===== config.mk =====
export PLATFORM = sky130hd
export DESIGN_NAME = circular_deque_unit
export DESIGN_NICKNAME = d
export VERILOG_FILES = /design/src/hw/rtl/cdq_pkg.sv /design/src/hw/rtl/cdq_ctrl.sv /design/src/hw/rtl/cdq_datapath.sv /design/src/hw/rtl/circular_deque_unit.sv
export VERILOG_INCLUDE_DIRS = /design/src /design/src/hw/rtl
export SDC_FILE = /design/constraint.sdc
export NUM_CORES = 1
export LEC_CHECK = 0
export BUFFER_PORTS_ARGS = -buffer_cell sky130_fd_sc_hd__buf_2
export CORE_ASPECT_RATIO = 1.5
export CORE_MARGIN = 5
export CORE_UTILIZATION = 35
export CTS_BUF_LIST = sky130_fd_sc_hd__clkbuf_8
export DETAILED_ROUTE_END_ITERATION = 8
export PLACE_DENSITY = 0.49
export SETUP_SLACK_MARGIN = 0.02
export SYNTH_ARGS = -nofsm -noshare
export SYNTH_HDL_FRONTEND = slang
export SYNTH_SLANG_ARGS = --single-unit

===== constraint.sdc =====
create_clock -name clock -period 5.53 [get_ports clock]
set_input_delay 1.106 -clock clock [delete_from_list [all_inputs] [get_ports clock]]
set_output_delay 1.106 -clock clock [all_outputs]
set_load 0.1 [all_outputs]

===== src/hw/rtl/circular_deque_unit_macros.svh =====
// ----------------------------------------------------------------------------
// Circular deque unit assertion macros
// Shared property wrappers for the deque RTL; compiled out with ASSERT_OFF.
// ----------------------------------------------------------------------------
`ifndef CIRCULAR_DEQUE_UNIT_MACROS_SVH
`define CIRCULAR_DEQUE_UNIT_MACROS_SVH

`ifndef ASSERT_OFF

// same-cycle implication
`define CDQ_ASSERT_IMPL(label, clk, rst, ante, cons) \
   label: assert property (@(posedge clk) disable iff (rst) (ante) |-> (cons)) \
      else $error("circular deque assertion failed");

// next-cycle implication
`define CDQ_ASSERT_NEXT(label, clk, rst, ante, cons) \
   label: assert property (@(posedge clk) disable iff (rst) (ante) |=> (cons)) \
      else $error("circular deque assertion failed");

`else

`define CDQ_ASSERT_IMPL(label, clk, rst, ante, cons)
`define CDQ_ASSERT_NEXT(label, clk, rst, ante, cons)

`endif

`endif


===== src/hw/rtl/cdq_pkg.sv =====
// ----------------------------------------------------------------------------
// Circular deque package
// Widths, operation codes, controller states and command bundle.
// ----------------------------------------------------------------------------
package cdq_pkg;

   localparam int MAX_DEPTH_DEF = 16;
   localparam int DATA_W        = 32;
   localparam int FUNC_W        = 2;
   localparam int CSR_W         = 5;

   // capacity register value after reset
   localparam logic [CSR_W-1:0]  CAP_RESET   = 5'd16;
   // front/rear value reported for an empty deque
   localparam logic [DATA_W-1:0] EMPTY_VALUE = '1;

   typedef enum logic [FUNC_W-1:0] {
      FUNC_INS_FRONT = 2'd0,
      FUNC_INS_BACK  = 2'd1,
      FUNC_REM_FRONT = 2'd2,
      FUNC_REM_BACK  = 2'd3
   } func_type;

   typedef enum logic [1:0] {
      ST_IDLE  = 2'd0,
      ST_FETCH = 2'd1,
      ST_LOAD  = 2'd2
   } state_type;

   // controller to datapath commands
   typedef struct packed {
      logic exec;       // beat accepted: update pointers, write store
      logic fetch;      // read front and rear entries
      logic load;       // load output register
      logic cfg_write;  // capacity write, empties the deque
   } cmd_type;

endpackage


===== src/hw/rtl/cdq_ctrl.sv =====
// ----------------------------------------------------------------------------
// Circular deque controller
// Sequences accept, store read and output load; owns the output valid flag.
// ----------------------------------------------------------------------------
module cdq_ctrl (
   input  logic             clock,
   input  logic             reset,
   input  logic             req_valid,
   output logic             req_ready,
   output logic             rsp_valid,
   input  logic             rsp_ready,
   input  logic             csr_valid,
   output logic             csr_ready,
   output cdq_pkg::cmd_type cmd
);

   cdq_pkg::state_type state_ff, state_in;
   logic               rsp_valid_ff, rsp_valid_in;
   logic               out_free;

   // output register can take a new beat
   assign out_free = !rsp_valid_ff || rsp_ready;

   // state register
   always_ff @(posedge clock) begin
      if (reset) begin
         state_ff     <= cdq_pkg::ST_IDLE;
         rsp_valid_ff <= 1'b0;
      end else begin
         state_ff     <= state_in;
         rsp_valid_ff <= rsp_valid_in;
      end
   end

   // next state
   always_comb begin
      state_in = state_ff;
      case (state_ff)
         cdq_pkg::ST_IDLE: begin
            if (req_valid) state_in = cdq_pkg::ST_FETCH;
         end
         cdq_pkg::ST_FETCH: begin
            state_in = cdq_pkg::ST_LOAD;
         end
         cdq_pkg::ST_LOAD: begin
            if (out_free) state_in = cdq_pkg::ST_IDLE;
         end
         default: begin
            state_in = cdq_pkg::ST_IDLE;
         end
      endcase
   end

   // outputs
   always_comb begin
      req_ready     = 1'b0;
      cmd.exec      = 1'b0;
      cmd.fetch     = 1'b0;
      cmd.load      = 1'b0;
      cmd.cfg_write = csr_valid;
      case (state_ff)
         cdq_pkg::ST_IDLE: begin
            req_ready = 1'b1;
            cmd.exec  = req_valid;
         end
         cdq_pkg::ST_FETCH: begin
            cmd.fetch = 1'b1;
         end
         cdq_pkg::ST_LOAD: begin
            cmd.load = out_free;
         end
         default: begin
            req_ready = 1'b0;
         end
      endcase
   end

   // output valid: set on load, cleared when the beat is taken
   always_comb begin
      rsp_valid_in = rsp_valid_ff;
      if (cmd.load)       rsp_valid_in = 1'b1;
      else if (rsp_ready) rsp_valid_in = 1'b0;
   end

   assign rsp_valid = rsp_valid_ff;
   assign csr_ready = 1'b1;

endmodule


===== src/hw/rtl/cdq_datapath.sv =====
// ----------------------------------------------------------------------------
// Circular deque datapath
// Ring store, head/tail pointers, occupancy, capacity register, output register.
// ----------------------------------------------------------------------------
module cdq_datapath #(
   parameter int MAX_DEPTH = cdq_pkg::MAX_DEPTH_DEF
) (
   input  logic                             clock,
   input  logic                             reset,
   input  cdq_pkg::cmd_type                 cmd,
   input  logic [cdq_pkg::FUNC_W-1:0]       req_func,
   input  logic signed [cdq_pkg::DATA_W-1:0] req_data_value,
   input  logic [cdq_pkg::CSR_W-1:0]        csr_capacity_in_use,
   output logic                             rsp_accepted,
   output logic signed [cdq_pkg::DATA_W-1:0] rsp_front_value,
   output logic signed [cdq_pkg::DATA_W-1:0] rsp_rear_value,
   output logic                             rsp_is_empty,
   output logic                             rsp_is_full
);

   localparam int PTR_W = (MAX_DEPTH > 1) ? $clog2(MAX_DEPTH) : 1;
   localparam int CNT_W = $clog2(MAX_DEPTH + 1) > 0 ? $clog2(MAX_DEPTH + 1) : 1;
   localparam int CAP_W = (CNT_W > cdq_pkg::CSR_W) ? CNT_W : cdq_pkg::CSR_W;

   logic [cdq_pkg::DATA_W-1:0] store [MAX_DEPTH];

   logic [cdq_pkg::CSR_W-1:0]  cap_ff;
   logic [PTR_W-1:0]           head_ff, head_in;
   logic [PTR_W-1:0]           tail_ff, tail_in;
   logic [CNT_W-1:0]           occ_ff, occ_in;
   logic                       ok_ff, ok_in;
   logic [cdq_pkg::DATA_W-1:0] front_rd_ff, rear_rd_ff;

   logic [CAP_W-1:0]           cap_wide;
   logic [CNT_W-1:0]           eff_cap;
   logic [PTR_W-1:0]           last_idx;
   logic [CNT_W-1:0]           head_inc, tail_inc;
   logic [PTR_W-1:0]           head_back, head_fwd, tail_back, tail_fwd;
   logic                       has_room, has_item;
   logic                       wr_en;
   logic [PTR_W-1:0]           wr_addr;
   cdq_pkg::func_type          func;
   logic                       empty_now;

   // effective capacity: zero acts as one, clamp at built depth
   always_comb begin
      cap_wide = CAP_W'(cap_ff);
      if (cap_wide == '0)
         eff_cap = CNT_W'(1);
      else if (cap_wide > CAP_W'(MAX_DEPTH))
         eff_cap = CNT_W'(MAX_DEPTH);
      else
         eff_cap = CNT_W'(cap_wide);
   end

   // ring pointer steps, wrapping at the effective capacity
   assign last_idx  = PTR_W'(eff_cap - CNT_W'(1));
   assign head_inc  = CNT_W'(head_ff) + CNT_W'(1);
   assign tail_inc  = CNT_W'(tail_ff) + CNT_W'(1);
   assign head_back = (head_ff == '0) ? last_idx : head_ff - PTR_W'(1);
   assign tail_back = (tail_ff == '0) ? last_idx : tail_ff - PTR_W'(1);
   assign head_fwd  = (head_inc >= eff_cap) ? '0 : PTR_W'(head_inc);
   assign tail_fwd  = (tail_inc >= eff_cap) ? '0 : PTR_W'(tail_inc);

   assign has_room  = (occ_ff < eff_cap);
   assign has_item  = (occ_ff != '0);
   assign func      = cdq_pkg::func_type'(req_func);
   assign empty_now = (occ_ff == '0);

   // operation decode
   always_comb begin
      head_in = head_ff;
      tail_in = tail_ff;
      occ_in  = occ_ff;
      ok_in   = 1'b0;
      wr_en   = 1'b0;
      wr_addr = head_back;
      case (func)
         cdq_pkg::FUNC_INS_FRONT: begin
            if (has_room) begin
               head_in = head_back;
               wr_en   = 1'b1;
               wr_addr = head_back;
               occ_in  = occ_ff + CNT_W'(1);
               ok_in   = 1'b1;
            end
         end
         cdq_pkg::FUNC_INS_BACK: begin
            if (has_room) begin
               tail_in = tail_fwd;
               wr_en   = 1'b1;
               wr_addr = tail_ff;
               occ_in  = occ_ff + CNT_W'(1);
               ok_in   = 1'b1;
            end
         end
         cdq_pkg::FUNC_REM_FRONT: begin
            if (has_item) begin
               head_in = head_fwd;
               occ_in  = occ_ff - CNT_W'(1);
               ok_in   = 1'b1;
            end
         end
         cdq_pkg::FUNC_REM_BACK: begin
            if (has_item) begin
               tail_in = tail_back;
               occ_in  = occ_ff - CNT_W'(1);
               ok_in   = 1'b1;
            end
         end
         default: begin
            ok_in = 1'b0;
         end
      endcase
   end

   // pointer, count and capacity registers; capacity write empties the deque
   always_ff @(posedge clock) begin
      if (reset) begin
         cap_ff  <= cdq_pkg::CAP_RESET;
         head_ff <= '0;
         tail_ff <= '0;
         occ_ff  <= '0;
      end else if (cmd.cfg_write) begin
         cap_ff  <= csr_capacity_in_use;
         head_ff <= '0;
         tail_ff <= '0;
         occ_ff  <= '0;
      end else if (cmd.exec) begin
         head_ff <= head_in;
         tail_ff <= tail_in;
         occ_ff  <= occ_in;
      end
   end

   // success flag of the beat in flight
   always_ff @(posedge clock) begin
      if (cmd.exec) ok_ff <= ok_in;
   end

   // ring store write port
   always_ff @(posedge clock) begin
      if (cmd.exec && wr_en) store[wr_addr] <= $unsigned(req_data_value);
   end

   // ring store read ports: front at head, rear just before tail
   always_ff @(posedge clock) begin
      if (cmd.fetch) begin
         front_rd_ff <= store[head_ff];
         rear_rd_ff  <= store[tail_back];
      end
   end

   // output register
   always_ff @(posedge clock) begin
      if (cmd.load) begin
         rsp_accepted    <= ok_ff;
         rsp_front_value <= signed'(empty_now ? cdq_pkg::EMPTY_VALUE : front_rd_ff);
         rsp_rear_value  <= signed'(empty_now ? cdq_pkg::EMPTY_VALUE : rear_rd_ff);
         rsp_is_empty    <= empty_now;
         rsp_is_full     <= (occ_ff == eff_cap);
      end
   end

endmodule


===== src/hw/rtl/circular_deque_unit.sv =====
// ----------------------------------------------------------------------------
// Circular deque unit
// Double-ended queue in a ring store with a run-time capacity limit.
// ----------------------------------------------------------------------------
// Each request beat runs through accept, fetch and load: the accept edge updates
// the pointers and writes the ring store, the next cycle reads the front and rear
// entries through the store's registered read ports, and the load step loads the
// result register. The result register frees the response side, so the next
// request is taken while a result waits; the load step stalls only while a
// previous result is still held. A capacity write empties the deque and must be
// issued while no operation is in flight. No reset sweep is needed.
`include "circular_deque_unit_macros.svh"

module circular_deque_unit #(
   parameter int MAX_DEPTH = cdq_pkg::MAX_DEPTH_DEF
) (
   input  logic                              clock,
   input  logic                              reset,
   input  logic                              req_valid,
   output logic                              req_ready,
   input  logic [cdq_pkg::FUNC_W-1:0]        req_func,
   input  logic signed [cdq_pkg::DATA_W-1:0] req_data_value,
   output logic                              rsp_valid,
   input  logic                              rsp_ready,
   output logic                              rsp_accepted,
   output logic signed [cdq_pkg::DATA_W-1:0] rsp_front_value,
   output logic signed [cdq_pkg::DATA_W-1:0] rsp_rear_value,
   output logic                              rsp_is_empty,
   output logic                              rsp_is_full,
   input  logic                              csr_valid,
   output logic                              csr_ready,
   input  logic [cdq_pkg::CSR_W-1:0]         csr_capacity_in_use
);

   cdq_pkg::cmd_type cmd;

   // sequencer
   cdq_ctrl u_ctrl (
      .clock     (clock),
      .reset     (reset),
      .req_valid (req_valid),
      .req_ready (req_ready),
      .rsp_valid (rsp_valid),
      .rsp_ready (rsp_ready),
      .csr_valid (csr_valid),
      .csr_ready (csr_ready),
      .cmd       (cmd)
   );

   // store, pointers and result register
   cdq_datapath #(
      .MAX_DEPTH (MAX_DEPTH)
   ) u_datapath (
      .clock               (clock),
      .reset               (reset),
      .cmd                 (cmd),
      .req_func            (req_func),
      .req_data_value      (req_data_value),
      .csr_capacity_in_use (csr_capacity_in_use),
      .rsp_accepted        (rsp_accepted),
      .rsp_front_value     (rsp_front_value),
      .rsp_rear_value      (rsp_rear_value),
      .rsp_is_empty        (rsp_is_empty),
      .rsp_is_full         (rsp_is_full)
   );

   // an accepted beat keeps the request side busy for its store read
   `CDQ_ASSERT_NEXT(a_busy_after_accept, clock, reset, req_valid && req_ready, !req_ready)

   // empty result carries the sentinel on both ends
   `CDQ_ASSERT_IMPL(a_empty_sentinel, clock, reset, rsp_valid && rsp_is_empty, (rsp_front_value == -32'sd1) && (rsp_rear_value == -32'sd1))

   // capacity is at least one, so empty and full never coincide
   `CDQ_ASSERT_IMPL(a_empty_not_full, clock, reset, rsp_valid && rsp_is_empty, !rsp_is_full)

endmodule

==> summary.txt <==
FF-to-FF path depth - 7
Leak - 11.55 nW
TritonRoute pass-1 iters - 5
Nets@finish - 2138
Final setup margin - 1.551 ns
Initial antenna violation count - 1
Post-DP HPWL - 55720 um
Fraction of registers with async set/reset - 0
Max_slew headroom - 0.1920
Setup Fix Bufs, Post-CTS - 0
Number of port buffers - 112
Clock sinks - 665
CP Max Fanout - 11
Hold Vio Cnt, Final - 0
WL/cell - 28.33 um
Final Cell Area - 35590 sq um
GPL Wtd Cong - 0.8180
Unrepaired setup endpoints after global routing - false
Pre-CTS WS - 1.271 ns
Clock Tree Root - clkbuf_8
DIE AREA - 96430 sq um
Post-synth top area cell - edfxtp_1
Standard-cell row count - 135
Hold Path Depth - 0
Worst skew pair latency - 0.77 ns
CTS Buffer Depth - 3
Mapped Area - 31570 sq um
Worst Tran Pin Value - 1.212 ns
Crit path buf inv count - 2
Number of synthesized register bits - 665
Routed Antenna Nets - 0
Synth Warn # - 0
Gr usage total - 0.1929
Core Region - 89860 sq um
Distinct cells, synth - 71
Slowest stage delay, CP - 0.74 ns
Critical Path Slowest Stage Cell - a211oi_1
Post_cts resized - 0
Critical Path End Type - flop
Largest net degree at the start of global routing - 98
Main flop type after synthesis - edfxtp_1
Top-Level Pins - 114
Number of global-route vias before repair - 20670
Max VDD drop - 0.0001976 V
Stages on the worst setup path - 7
Worst-path clk slew - 0.07 ns
Syn Inst Count - 1963
Worst EP arrival - 4.42 ns
Required @ worst endpoint - 5.97 ns
Syn-to-layout area delta - 12.75%
Worst hold path class - reg -> reg
Layout cells sized above 1 - 0.3091
Pins Over Slew Limit - 0
Layout fillers - 8270
Via count - 19170
Max-cap check violation count - 0
Syn Nets - 2031
Top-area cell type share of the netlist area - 0.6126
Number of flops mapped to enable cells by yosys - 644
Post-DP Area - 33530 sq um
Crit-path cells - inv_1 -> ha_1 -> a211oi_1 -> nand3_1 -> mux2i_1 -> and3_2 -> buf_4
Die X - 255.2 um
Fraction of the cycle the final worst path needs - 0.7195
Final Skew - 0.03391 ns
Crit path max-delay family - simple AND/OR/NAND/NOR gates
Inserted Clock Buffers - 105
Initial core utilization - 0.3513
DRC errors left - 0
Dominant cells by area after synthesis - edfxtp_1 61%, mux4_2 11%, mux2i_1 4.3%
Final setup vio count - 0
Startpoint Class - flop
Vias/cell - 5.769
H-tree levels - 3
F_max - 0.2513 GHz
Status - finished, final reports clean
CTS tree - yes
Final core occ - 0.3961
CTS Hold Bufs - 0
Seq/Total Area, Yosys - 0.6259
Syn_area_per_cell - 16.08 sq um
First-pass GRT wire length - 137800 um
Detailed Route Iter0 Violations - 1571
Drt total wl - 94150 um
Minimum clock period - 3.979 ns
Power per Cell Area - 317.4 nW/um^2
Grt ovf - 0
Critical path type - reg -> reg
Chip height - 377.8 um
## flip-flops by register name, indices dropped and copies added (netlist names)
| signal | count |
|---|---|
| u_ctrl.rsp_valid | 1 |
| u_ctrl.state_ff | 2 |
| u_datapath.cap_ff | 5 |
| u_datapath.front_rd_ff | 32 |
| u_datapath.head_ff | 4 |
| u_datapath.occ_ff | 5 |
| u_datapath.ok_ff | 1 |
| u_datapath.rear_rd_ff | 32 |
| u_datapath.rsp_accepted | 1 |
| u_datapath.rsp_front_value | 32 |
| u_datapath.rsp_is_empty | 1 |
| u_datapath.rsp_is_full | 1 |
| u_datapath.rsp_rear_value | 32 |
| u_datapath.store | 512 |
| u_datapath.tail_ff | 4 |
## metrics by stage
stage | TNS (ns) | cells | hold slack [ns] | power, W
global placement | 0 | 3127 | 0.4486 | 0.007188
CTS | 0 | 3322 | 0.4796 | 0.01149
global route | 0 | 3323 | 0.4882 | 0.01177
finish | 0 | 3323 | 0.4761 | 0.01130
detailed placement | 0 | 3127 | 0.4641 | 0.007211
floorplan | -9.525 | 1963 | 0.4003 | 0.006705
## cells in the mapped netlist, types with 5 or more instances
library cell	count
dfxtp_1	21
ha_1	23
a31oi_1	32
a21o_1	8
buf_1	12
edfxtp_1	644
mux4_2	160
o221ai_1	32
buf_4	8
nand2_1	54
inv_1	16
xnor2_1	7
and3_1	74
or2_2	65
and2_1	35
nand3_1	36
a2111oi_0	36
nor2b_1	5
a211oi_1	7
mux2i_1	135
a21bo_2	31
nor3_1	9
nand2b_1	40
nor2_1	20
clkbuf_1	113
a32oi_1	33
a21oi_1	48
nor4b_1	32
mux2_2	67
buf_2	31
a211o_1	65
## layer usage
metal  up-vias  global-route usage  share of wire
li1       8264                   -              -
met1     10070              0.2235           0.38
met2       625              0.3488           0.53
met3       214             0.03113          0.048
met4         0             0.08499          0.045
met5         -                   0              0
## kinds of logic (layout without fill, tap and decap cells)
group / after synthesis / after routing / share of synthesized area
xor+xnor: 9 / 9 / 0.002497
flops: 665 / 665 / 0.6259
other cells: 1 / 2 / 0.0001188
fa+ha+maj: 24 / 24 / 0.009750
mux: 363 / 363 / 0.1813
compound gates: 328 / 328 / 0.08256
buf+inv: 187 / 382 / 0.02537
simple gates: 386 / 386 / 0.07253
## final timing paths
kind | start | to | slack [ns]
worst min register to register | u_datapath.ok_ff | u_datapath.rsp_accepted | 0.48
worst max-delay path | u_datapath.cap_ff[4] | u_datapath.store[0][3] | 1.55
worst min-delay path | u_datapath.ok_ff | u_datapath.rsp_accepted | 0.48
worst max register to register | u_datapath.cap_ff[4] | u_datapath.store[0][3] | 1.55
## cell type report
type                    count  area, sq um  share of cell area
flip-flops and latches    665        19770              0.5554
repair buffers            168         1069             0.03002
clock buffers             109         1500             0.04215
inverters                  19        71.32            0.002004
well taps                1164         1456             0.04092
diodes                      1        2.502          0.00007030
clock inverters            86        561.8             0.01578
multi-input cells        1111        11160              0.3137
## where the power goes
part	internal, W	total [W]	switching [W]
registers	0.00566	0.00571	0.0000525
logic	0.000474	0.00138	0.000902
clock network	0.00216	0.00421	0.00205
## cells in the final DEF (no fill, tap or decap), types with 19 or more instances in the layout
| master | n |
|---|---|
| inv_1 | 45 |
| and3_1 | 66 |
| mux2i_1 | 134 |
| nand3_1 | 36 |
| a21bo_2 | 31 |
| nand2b_1 | 39 |
| nand2_1 | 54 |
| a31oi_1 | 32 |
| mux2_2 | 67 |
| buf_2 | 112 |
| o221ai_1 | 32 |
| mux4_2 | 160 |
| and2_1 | 35 |
| nor4b_1 | 32 |
| clkinv_1 | 30 |
| a2111oi_0 | 36 |
| or2_2 | 65 |
| a211o_1 | 65 |
| ha_1 | 23 |
| nor2_1 | 19 |
| a32oi_1 | 33 |
| clkbuf_8 | 109 |
| buf_4 | 49 |
| edfxtp_1 | 644 |
| a21oi_1 | 47 |
(Power assumes the default switching activity.)
